File: config.mk
export PLATFORM = sky130hd
export DESIGN_NAME = led_matrix_chain_frame_driver
export DESIGN_NICKNAME = d
export VERILOG_FILES = /design/src/rtl/lmcfd_pkg.sv /design/src/rtl/led_matrix_chain_frame_driver.sv
export VERILOG_INCLUDE_DIRS = /design/src /design/src/rtl
export SDC_FILE = /design/constraint.sdc
export NUM_CORES = 1
export LEC_CHECK = 0
export CORE_ASPECT_RATIO = 1.75
export CORE_UTILIZATION = 46
export DETAILED_ROUTE_END_ITERATION = 12
export DONT_BUFFER_PORTS = 1
export HOLD_SLACK_MARGIN = 0.15
export SLEW_MARGIN = 20
export SYNTH_ARGS = -nofsm -noshare
export SYNTH_HDL_FRONTEND = slang
export SYNTH_SLANG_ARGS = --single-unit
File: constraint.sdc
create_clock -name clk -period 8.6 [get_ports clk]
set_input_delay 0.86 -clock clk [delete_from_list [all_inputs] [get_ports clk]]
set_output_delay 0.86 -clock clk [all_outputs]
set_load 0.01 [all_outputs]
File: src/rtl/assert_macros.svh
// assertion macros used by the frame driver rtl
`ifndef ASSERT_MACROS_SVH
`define ASSERT_MACROS_SVH

// same-cycle implication, checked on rising clk outside reset
`define ASSERT_SAME(label, ante, cons, msg) \
  label: assert property (@(posedge clk) disable iff (!rst_n) (ante) |-> (cons)) \
    else $error(msg);

// next-cycle implication, checked on rising clk outside reset
`define ASSERT_NEXT(label, ante, cons, msg) \
  label: assert property (@(posedge clk) disable iff (!rst_n) (ante) |=> (cons)) \
    else $error(msg);

`endif

File: src/rtl/lmcfd_pkg.sv
// shared types, constants and bar masks of the led chain frame driver
`default_nettype none

package lmcfd_pkg;

  localparam int unsigned DIGITS_PER_DEVICE = 8;
  localparam int unsigned SLOT_W            = 7;
  localparam logic [3:0]  BAR_MAX_LEVEL     = 4'd10;
  localparam logic [7:0]  SEG_TOP_BIT       = 8'h80;
  localparam logic [6:0]  LED_NUM_MAX       = 7'd64;
  localparam logic [2:0]  BAR_FIRST         = 3'd1;
  localparam logic [2:0]  BAR_LAST          = 3'd6;
  localparam logic [2:0]  BAR_SPLIT         = 3'd5;

  typedef enum logic [1:0] {
    OP_SET_LED     = 2'd0,
    OP_SET_LED_NUM = 2'd1,
    OP_SHOW_BAR    = 2'd2,
    OP_RAW_WRITE   = 2'd3
  } op_t;

  // bar masks over the two digit bytes, high byte goes to the lower digit
  function automatic logic [15:0] bar_mask(input logic [2:0] bar);
    logic [15:0] m;
    case (bar)
      3'd1, 3'd5: m = 16'hFFC0;
      3'd2, 3'd6: m = 16'h3FF0;
      3'd3:       m = 16'h0FFC;
      3'd4:       m = 16'h03FF;
      default:    m = 16'h0000;
    endcase
    return m;
  endfunction

endpackage

`default_nettype wire

File: src/rtl/led_matrix_chain_frame_driver.sv
// frame driver for a daisy chain of led matrix controllers with shadow store
`default_nettype none

// Each accepted item turns into zero, one or two bursts of 16-bit frames, one
// frame per device in the chain, highest device first; out_last marks the
// frame for device 0. The digit shadow lives in one synchronous memory with a
// registered read, kept as zero until written by per-entry valid flops, so no
// clearing pass follows reset. A rejected item is dropped while idle; a set-LED
// reads and modifies its byte and emits a burst only if it flips a bit; a raw
// write goes straight to emit; a show-bar makes two read-modify-write passes on
// the memory port, each with its own burst. The output register moves one
// frame per cycle while out_stall is low. Input is taken only between items; a
// last frame may still sit in the output register when the next item is taken.
module led_matrix_chain_frame_driver
  import lmcfd_pkg::*;
#(
  parameter int unsigned MAX_DEVICES = 8
) (
  input  wire logic        clk,
  input  wire logic        rst_n,
  // configuration
  input  wire logic        cfg_wr_en,
  input  wire logic [3:0]  cfg_device_count,
  // input channel
  input  wire logic        in_valid,
  output logic             in_stall,
  input  wire logic [1:0]  in_opcode,
  input  wire logic [2:0]  in_device_index,
  input  wire logic [2:0]  in_digit_index,
  input  wire logic [2:0]  in_segment_index,
  input  wire logic [6:0]  in_led_number,
  input  wire logic        in_led_on,
  input  wire logic [2:0]  in_bar_index,
  input  wire logic [3:0]  in_bar_level,
  input  wire logic [3:0]  in_reg_address,
  input  wire logic [7:0]  in_reg_value,
  // result channel
  output logic             out_valid,
  input  wire logic        out_stall,
  output logic [15:0]      out_frame_word,
  output logic             out_last
);

  localparam int unsigned DEPTH     = MAX_DEVICES * DIGITS_PER_DEVICE;
  localparam int unsigned ADDR_W    = $clog2(DEPTH);
  localparam int unsigned CHAIN_CAP = (MAX_DEVICES < 8) ? MAX_DEVICES : 8;

  typedef enum logic [1:0] {
    ST_IDLE,
    ST_READ,
    ST_MODIFY,
    ST_EMIT
  } state_t;

  state_t       state_r;
  op_t          op_r;
  logic [3:0]   dev_count_r;
  logic [2:0]   dev_r;
  logic [2:0]   dig_r;
  logic [3:0]   addr_r;
  logic [7:0]   data_r;
  logic [7:0]   seg_bit_r;
  logic         on_r;
  logic [15:0]  mask_r;
  logic [15:0]  pat_r;
  logic         second_r;
  logic [2:0]   k_r;
  logic         out_valid_r;
  logic [15:0]  out_frame_r;
  logic         out_last_r;

  // shadow memory and its written flags
  logic [7:0]        shadow_mem [DEPTH];
  logic [DEPTH-1:0]  written_r;
  logic [7:0]        rd_data_r;
  logic              rd_written_r;

  // effective chain length: zero acts as one, saturate at the cap
  logic [3:0] chain;
  always_comb begin
    if (dev_count_r == 4'd0) begin
      chain = 4'd1;
    end else if (dev_count_r > 4'(CHAIN_CAP)) begin
      chain = 4'(CHAIN_CAP);
    end else begin
      chain = dev_count_r;
    end
  end

  // configuration register
  always_ff @(posedge clk) begin
    if (!rst_n) begin
      dev_count_r <= 4'd1;
    end else if (cfg_wr_en) begin
      dev_count_r <= cfg_device_count;
    end
  end

  // decode of the incoming beat
  logic        in_accept;
  logic [6:0]  led_z;
  logic [15:0] in_mask;
  logic [15:0] in_pat;
  logic [2:0]  bar_top;
  logic        in_ok;
  logic [2:0]  in_dig;
  logic [2:0]  in_seg;
  logic [3:0]  in_addr;

  assign in_stall  = (state_r != ST_IDLE);
  assign in_accept = in_valid && !in_stall;
  assign led_z     = in_led_number - 7'd1;
  assign in_mask   = bar_mask(in_bar_index);
  assign in_pat    = (in_mask << (BAR_MAX_LEVEL - in_bar_level)) & in_mask;
  assign bar_top   = (in_bar_index < BAR_SPLIT) ? in_bar_index : in_bar_index + 3'd1;

  always_comb begin
    in_ok   = ({1'b0, in_device_index} < chain);
    in_dig  = in_digit_index;
    in_seg  = in_segment_index;
    in_addr = {1'b0, in_digit_index} + 4'd1;
    case (op_t'(in_opcode))
      OP_SET_LED: begin
      end
      OP_SET_LED_NUM: begin
        if (in_led_number == 7'd0 || in_led_number > LED_NUM_MAX) begin
          in_ok = 1'b0;
        end
        in_dig  = led_z[5:3];
        in_seg  = led_z[2:0];
        in_addr = {1'b0, led_z[5:3]} + 4'd1;
      end
      OP_SHOW_BAR: begin
        if (in_bar_index < BAR_FIRST || in_bar_index > BAR_LAST
            || in_bar_level > BAR_MAX_LEVEL) begin
          in_ok = 1'b0;
        end
        in_dig  = bar_top;
        in_addr = {1'b0, bar_top} + 4'd1;
      end
      OP_RAW_WRITE: begin
        in_addr = in_reg_address;
      end
      default: begin
        in_ok = 1'b0;
      end
    endcase
  end

  // memory address of the current digit
  logic [SLOT_W-1:0] slot_full;
  logic [ADDR_W-1:0] mem_addr;
  assign slot_full = {1'b0, dev_r, dig_r};
  assign mem_addr  = slot_full[ADDR_W-1:0];

  // modify step on the byte just read
  logic [7:0] old_byte;
  logic       cur_bit;
  logic       is_bar;
  logic       wr_en;
  logic [7:0] new_byte;

  assign old_byte = rd_written_r ? rd_data_r : 8'h00;
  assign cur_bit  = |(old_byte & seg_bit_r);
  assign is_bar   = (op_r == OP_SHOW_BAR);
  assign wr_en    = (state_r == ST_MODIFY) && (is_bar || (cur_bit != on_r));

  always_comb begin
    if (!is_bar) begin
      new_byte = old_byte ^ seg_bit_r;
    end else if (second_r) begin
      new_byte = (old_byte & ~mask_r[15:8]) | pat_r[15:8];
    end else begin
      new_byte = (old_byte & ~mask_r[7:0]) | pat_r[7:0];
    end
  end

  // shadow memory port: one write, one registered read
  always_ff @(posedge clk) begin
    if (wr_en) begin
      shadow_mem[mem_addr] <= new_byte;
    end
    rd_data_r <= shadow_mem[mem_addr];
  end

  // written flags, cleared at reset
  always_ff @(posedge clk) begin
    if (!rst_n) begin
      written_r    <= '0;
      rd_written_r <= 1'b0;
    end else begin
      if (wr_en) begin
        written_r[mem_addr] <= 1'b1;
      end
      rd_written_r <= written_r[mem_addr];
    end
  end

  // output register can take a frame
  logic out_load;
  assign out_load = (state_r == ST_EMIT) && (!out_valid_r || !out_stall);

  // sequencer with output register
  always_ff @(posedge clk) begin
    if (!rst_n) begin
      state_r     <= ST_IDLE;
      out_valid_r <= 1'b0;
      second_r    <= 1'b0;
      k_r         <= 3'd0;
    end else begin
      if (out_valid_r && !out_stall) begin
        out_valid_r <= 1'b0;
      end
      case (state_r)
        ST_IDLE: begin
          if (in_accept && in_ok) begin
            op_r      <= op_t'(in_opcode);
            dev_r     <= in_device_index;
            dig_r     <= in_dig;
            addr_r    <= in_addr;
            data_r    <= in_reg_value;
            seg_bit_r <= SEG_TOP_BIT >> in_seg;
            on_r      <= in_led_on;
            mask_r    <= in_mask;
            pat_r     <= in_pat;
            second_r  <= 1'b0;
            k_r       <= 3'(chain - 4'd1);
            if (op_t'(in_opcode) == OP_RAW_WRITE) begin
              state_r <= ST_EMIT;
            end else begin
              state_r <= ST_READ;
            end
          end
        end
        ST_READ: begin
          state_r <= ST_MODIFY;
        end
        ST_MODIFY: begin
          if (wr_en) begin
            data_r  <= new_byte;
            k_r     <= 3'(chain - 4'd1);
            state_r <= ST_EMIT;
          end else begin
            state_r <= ST_IDLE;
          end
        end
        ST_EMIT: begin
          if (out_load) begin
            out_valid_r <= 1'b1;
            out_frame_r <= (k_r == dev_r) ? {4'd0, addr_r, data_r} : 16'h0000;
            out_last_r  <= (k_r == 3'd0);
            k_r         <= k_r - 3'd1;
            if (k_r == 3'd0) begin
              if (is_bar && !second_r) begin
                second_r <= 1'b1;
                dig_r    <= dig_r - 3'd1;
                addr_r   <= addr_r - 4'd1;
                state_r  <= ST_READ;
              end else begin
                state_r  <= ST_IDLE;
              end
            end
          end
        end
        default: begin
          state_r <= ST_IDLE;
        end
      endcase
    end
  end

  assign out_valid      = out_valid_r;
  assign out_frame_word = out_frame_r;
  assign out_last       = out_last_r;

  // checks
`include "assert_macros.svh"

  `ASSERT_SAME(a_emit_in_chain, state_r == ST_EMIT, {1'b0, k_r} < chain, "frame index beyond chain")
  `ASSERT_SAME(a_modify_after_read, state_r == ST_MODIFY, $past(state_r) == ST_READ, "modify without read")
  `ASSERT_NEXT(a_noop_frame, out_load && (k_r != dev_r), out_frame_word == 16'h0000, "bad no-op frame")

endmodule

`default_nettype wire

; Yosys cells after proc, flatten, opt, wreduce, memory -nomap -nowiden
; Memory sizes are Yosys's and may differ from the RTL's. A register that Yosys moved wholly into a read port is not among the register bits.
; Index checks and enable logic that the tools add are counted.
[classes]
div = 0
add_sub_neg = 10
n_eq_ne = 20
bitwise_logic = 10
n_lt_le_gt_ge = 9
multipliers = 0
n_reduce_logical = 34
muxes = 51
shifts = 2
[ops]
columns = op, count
row1 = $or A64 B64 Y64, 1
row2 = $pmux W16 S4, 1
row3 = $mux W8, 5
row4 = $mux W3, 9
row5 = $and A8 B8 Y8, 3
row6 = $mux W4, 6
row7 = $and A16 B16 Y16, 1
row8 = $not A8 Y8, 2
row9 = $or A8 B8 Y8, 2
row10 = $pmux W8 S2, 1
row11 = $shl A16 B4 Y16, 1
row12 = $mux W1, 14
row13 = $add A3 B1 Y4 const B, 3
row14 = $pmux W3 S2, 2
row15 = $pmux W4 S3, 1
row16 = $eq A2 B2 Y1 const B, 5
row17 = $mux W2, 5
row18 = $eq A3 B3 Y1 const B, 3
row19 = $pmux W3 S3, 1
row20 = $reduce_and A3 Y1, 3
row21 = $sub A3 B1 Y3 const B, 3
row22 = $gt A4 B4 Y1 const B, 2
row23 = $pmux W2 S4, 1
row24 = $pmux W4 S2, 1
row25 = 37 further kinds, 60
[word_totals]
romBits = 0
n_memories = 1
mem_bits_rw = 512
input_bits = 47
latch_bits = 0
ff_bits = 154
word_cells = 156
[memory_table]
columns = memory, depth, width, read_ports, rd_clocked_by_memory_dff, wr, line_no
row1 = shadow_mem, 64, 8, 1, 1, 1, led_matrix_chain_frame_driver.sv:73  ; logic [7:0] shadow_mem [DEPTH];

; Longest topological paths before layout
[logic_depth]
depth_word = 9
depth_mapped = 11
depth_no_buf = 11

; Worst setup path before layout
; OpenSTA, ideal clock, no wires.
[synth_path]
kind = flip-flop to flip-flop
from = register second_r
to = memory shadow_mem[0][6], data pin
arrival_time_ps = 3506
path_stages_with_launch = 5
path_buffers = 2
required_ps = 7891
setup_slack_ps = 4385
period_less_slack_ps = 4215
cell_sequence = dfxtp_1 -> clkbuf_1 -> buf_1 -> o31ai_1 -> o21ai_0
[synth_via]
elab_chain_len = 2
[synth_lines]
columns = item, line_no
row1 = from (decl), led_matrix_chain_frame_driver.sv:66  ; logic second_r;
row2 = from (signal assigned), led_matrix_chain_frame_driver.sv:208  ; second_r <= 1'b0;
row3 = from (signal assigned), led_matrix_chain_frame_driver.sv:226  ; second_r <= 1'b0;
row4 = from (signal assigned), led_matrix_chain_frame_driver.sv:255  ; second_r <= 1'b1;
row5 = $mux W8, led_matrix_chain_frame_driver.sv:171  ; end else if (second_r) begin
row6 = $mux W8, led_matrix_chain_frame_driver.sv:169  ; if (!is_bar) begin
row7 = via new_byte[6], led_matrix_chain_frame_driver.sv:161  ; logic [7:0] new_byte;
row8 = to (decl), led_matrix_chain_frame_driver.sv:73
; The timed path passes the listed nets, and every way through them passes these cells.

==> summary.md <==
| Metric | Value |
|---|---|
| Status | `finished clean` |
| Worst path required time | `9.09 ns` |
| Cell variety after synth | `69` |
| I/O pin count | `66` |
| First-pass GRT wire length | `113000 um` |
| Setup violators final | `0` |
| Syn. warnings | `0` |
| Clock buffer depth | `3` |
| Worst Hold Class | `in2reg` |
| Grt total ovfl | `0` |
| Most common library cells after synthesis | `edfxtp_1 (577), nor2_1 (153), nand2_1 (89)` |
| H-Tree Depth | `2` |
| Main area contributors after synthesis | `edfxtp_1 (64%), dfxtp_1 (6.3%), mux4_2 (4.6%), mux2_2 (2.4%), mux2i_1 (2.2%)` |
| Worst Hold Slack | `0.312 ns` |
| Routability cong. | `1.07` |
| Peak supply drop | `0.000147 V` |
| Final Max Slew Viols | `0` |
| Fmax achieved | `0.261 GHz` |
| Setup total negative slack | `0 ns` |
| Layout cells sized above 1 | `13.8%` |
| Post-synth ARST share | `0%` |
| 1st-iter DRT viols | `1659` |
| Path depth of the worst reg2reg path | `7` |
| Post-CTS Repair Setup Buffers | `0` |
| Hold Buf Count CTS | `0` |
| Leak | `9.81 nW` |
| Cells after Synth | `1752` |
| Via count | `16.2k` |
| Area Growth Syn to Fin | `10.4%` |
| Die ar. | `59500 sq um` |
| Die Y | `322 um` |
| First-pass DRT Iterations | `6` |
| Actual slew at the worst max-slew pin | `1.22 ns` |
| Sequential area share after synthesis | `70.7%` |
| Levels on crit path | `7` |
| Crit Path Class | `reg2reg` |
| Slowest stage delay, CP | `0.92 ns` |
| Initial Utilization | `46.8%` |
| Arrival @ worst endpoint | `4.32 ns` |
| Max-cap check violation count | `0` |
| CP startpoint kind | `flop` |
| Crit path time final | `3.83 ns` |
| Ys flop type | `edfxtp_1` |
| Buffers on Ports | `0` |
| Post-DP HPWL | `49800 um` |
| Post-Syn Area | `26900 sq um` |
| Clock sink count | `661` |
| Post-CTS Resized | `0` |
| Rows | `116` |
| Final Hold Violating Endpoints | `0` |
| Initial antenna violation count | `0` |
| Die W | `185 um` |
| Dominant cell type by area after synthesis | `edfxtp_1` |
| Vias in the first global route | `16.5k` |
| Flops & latches, synth | `661` |
| Hold path depth | `1` |
| Highest-delay cell along the critical path | `clkinv_1` |
| Post-synth top area share | `64.4%` |
| Worst Setup End Kind | `flop` |
| Final clock skew | `0.0315 ns` |
| CTS root buf | `clkbuf_16` |
| Crit-path leading delay family | `buffers and inverters` |
| Tcrit/Tclk final | `44.6%` |
| Critical Path Fanout Max | `111` |
| Top-count cell post-synth | `edfxtp_1` |
| Wirelength, routed | `78500 um` |
| TritonCTS buffer count | `56` |
| Antenna-violating nets left | `0` |
| CTS tree | `built` |
| Total GRT Usage | `26.8%` |
| DRC violations left | `0` |
| Routed len/inst | `30.7 um` |
| Crit path buffers/inverters | `3` |
| RSZ-0062 raised after global routing | `no` |
| Pin count of the biggest net entering global routing | `116` |
| EDFF count, synth | `577` |
| Vias per inst | `6.31` |
| PD cells | `231 nW/um^2` |
| Core area | `57500 sq um` |
| Antenna Cells | `0` |
| Nets | `1815` |
| Clock latency at the later pin of the worst-skew pair | `0.64 ns` |
| Clock transition at path regs | `0.07 ns` |
| Worst-path cell chain | `buf_12 > clkinv_1 > buf_4 > a221oi_1 > a2bb2oi_1 > o22ai_1 > or4_1` |
| Mapped Avg Cell Area | `15.4 sq um` |
| Slew Limit Headroom | `18.1%` |
==> sequential cells by signal, summed over array words and instances, names as in the netlist, 2 cells and up <==
name            flops
shadow_mem        512
dev_count_r         4
dev_r               3
pat_r              16
seg_bit_r           8
mask_r              7
dig_r               3
k_r                 3
op_r                2
data_r              8
written_r          64
addr_r              4
state_r             2
rd_data_r           8
out_frame_word     12
==> metal layers <==
layer	track usage, %	vias up	part of all wire (%)
met1	29.7	8229	35
met3	4.55	240	6.8
met4	16.3	0	6.8
met2	47.6	830	52
met5	0	-	0
li1	-	6854	-
==> cell type report <==
class	instances	area (sq um)
fillers	4735	27800
flip-flops and latches	661	19000
multi-input cells	954	7440
clock buffers	81	1610
well taps	767	960
clock inverters	25	287
repair buffers	29	243
inverters	41	154
==> kinds of logic after synthesis <==
logic type      share of synthesized area, %
mux                                     9.22
simple gates                            5.93
other cells                           0.0139
compound gates                          10.4
xor+xnor                               0.423
flops                                   70.7
buf+inv                                 2.22
fa+ha+maj                               1.16
==> per-stage QoR <==
stage               total power [W]  utilization (%)  instance area (sq um)  setup slack [ns]  cells
floorplan                   0.00402                -                  26900              4.39   1755
global placement            0.00426             48.4                  27800              4.63   2452
detailed placement          0.00426             48.4                  27800              4.55   2452
CTS                         0.00687             51.7                  29700              4.82   2558
global route                0.00702             51.7                  29700              4.65   2558
finish                      0.00685             51.7                  29700              4.77   2558
==> cell usage in the layout, fill, tap and decap left out, drive strengths merged, types with 6 or more instances in the layout <==
cell	instances
a211oi	6
a21oi	53
a221o	11
a221oi	57
a22o	10
a22oi	34
a31oi	6
and2	18
buf	29
bufinv	6
clkbuf	81
clkinv	20
dfxtp	84
edfxtp	577
ha	25
inv	38
mux2	57
mux2i	60
mux4	55
nand2	89
nand2b	7
nand3	18
nor2	153
nor2b	10
nor3	20
nor4	7
o211ai	11
o21a	68
o21ai	54
o221ai	7
o22a	6
o22ai	20
o31ai	10
xnor2	7
xor2	6
==> final timing paths <==
kind / end / slack, ns / startpoint
min: dev_count_r[0]$_SDFFE_PN1P_ / 0.31 / rst_n
min reg2reg: written_r[38]$_SDFFE_PN0P_ / 0.46 / written_r[38]$_SDFFE_PN0P_
max reg2reg: rd_data_r[0]$_DFF_P_ / 4.77 / dig_r[1]$_DFFE_PP_
max: rd_data_r[0]$_DFF_P_ / 4.77 / dig_r[1]$_DFFE_PP_
==> report_power, final <==
group          internal (W)  switching [W]  leakage, nW
combinational      0.000196       0.000452         2.98
sequential          0.00354      0.0000206         5.90
clock               0.00148        0.00116        0.921
Note: power is estimated with default switching activity, not from simulation.
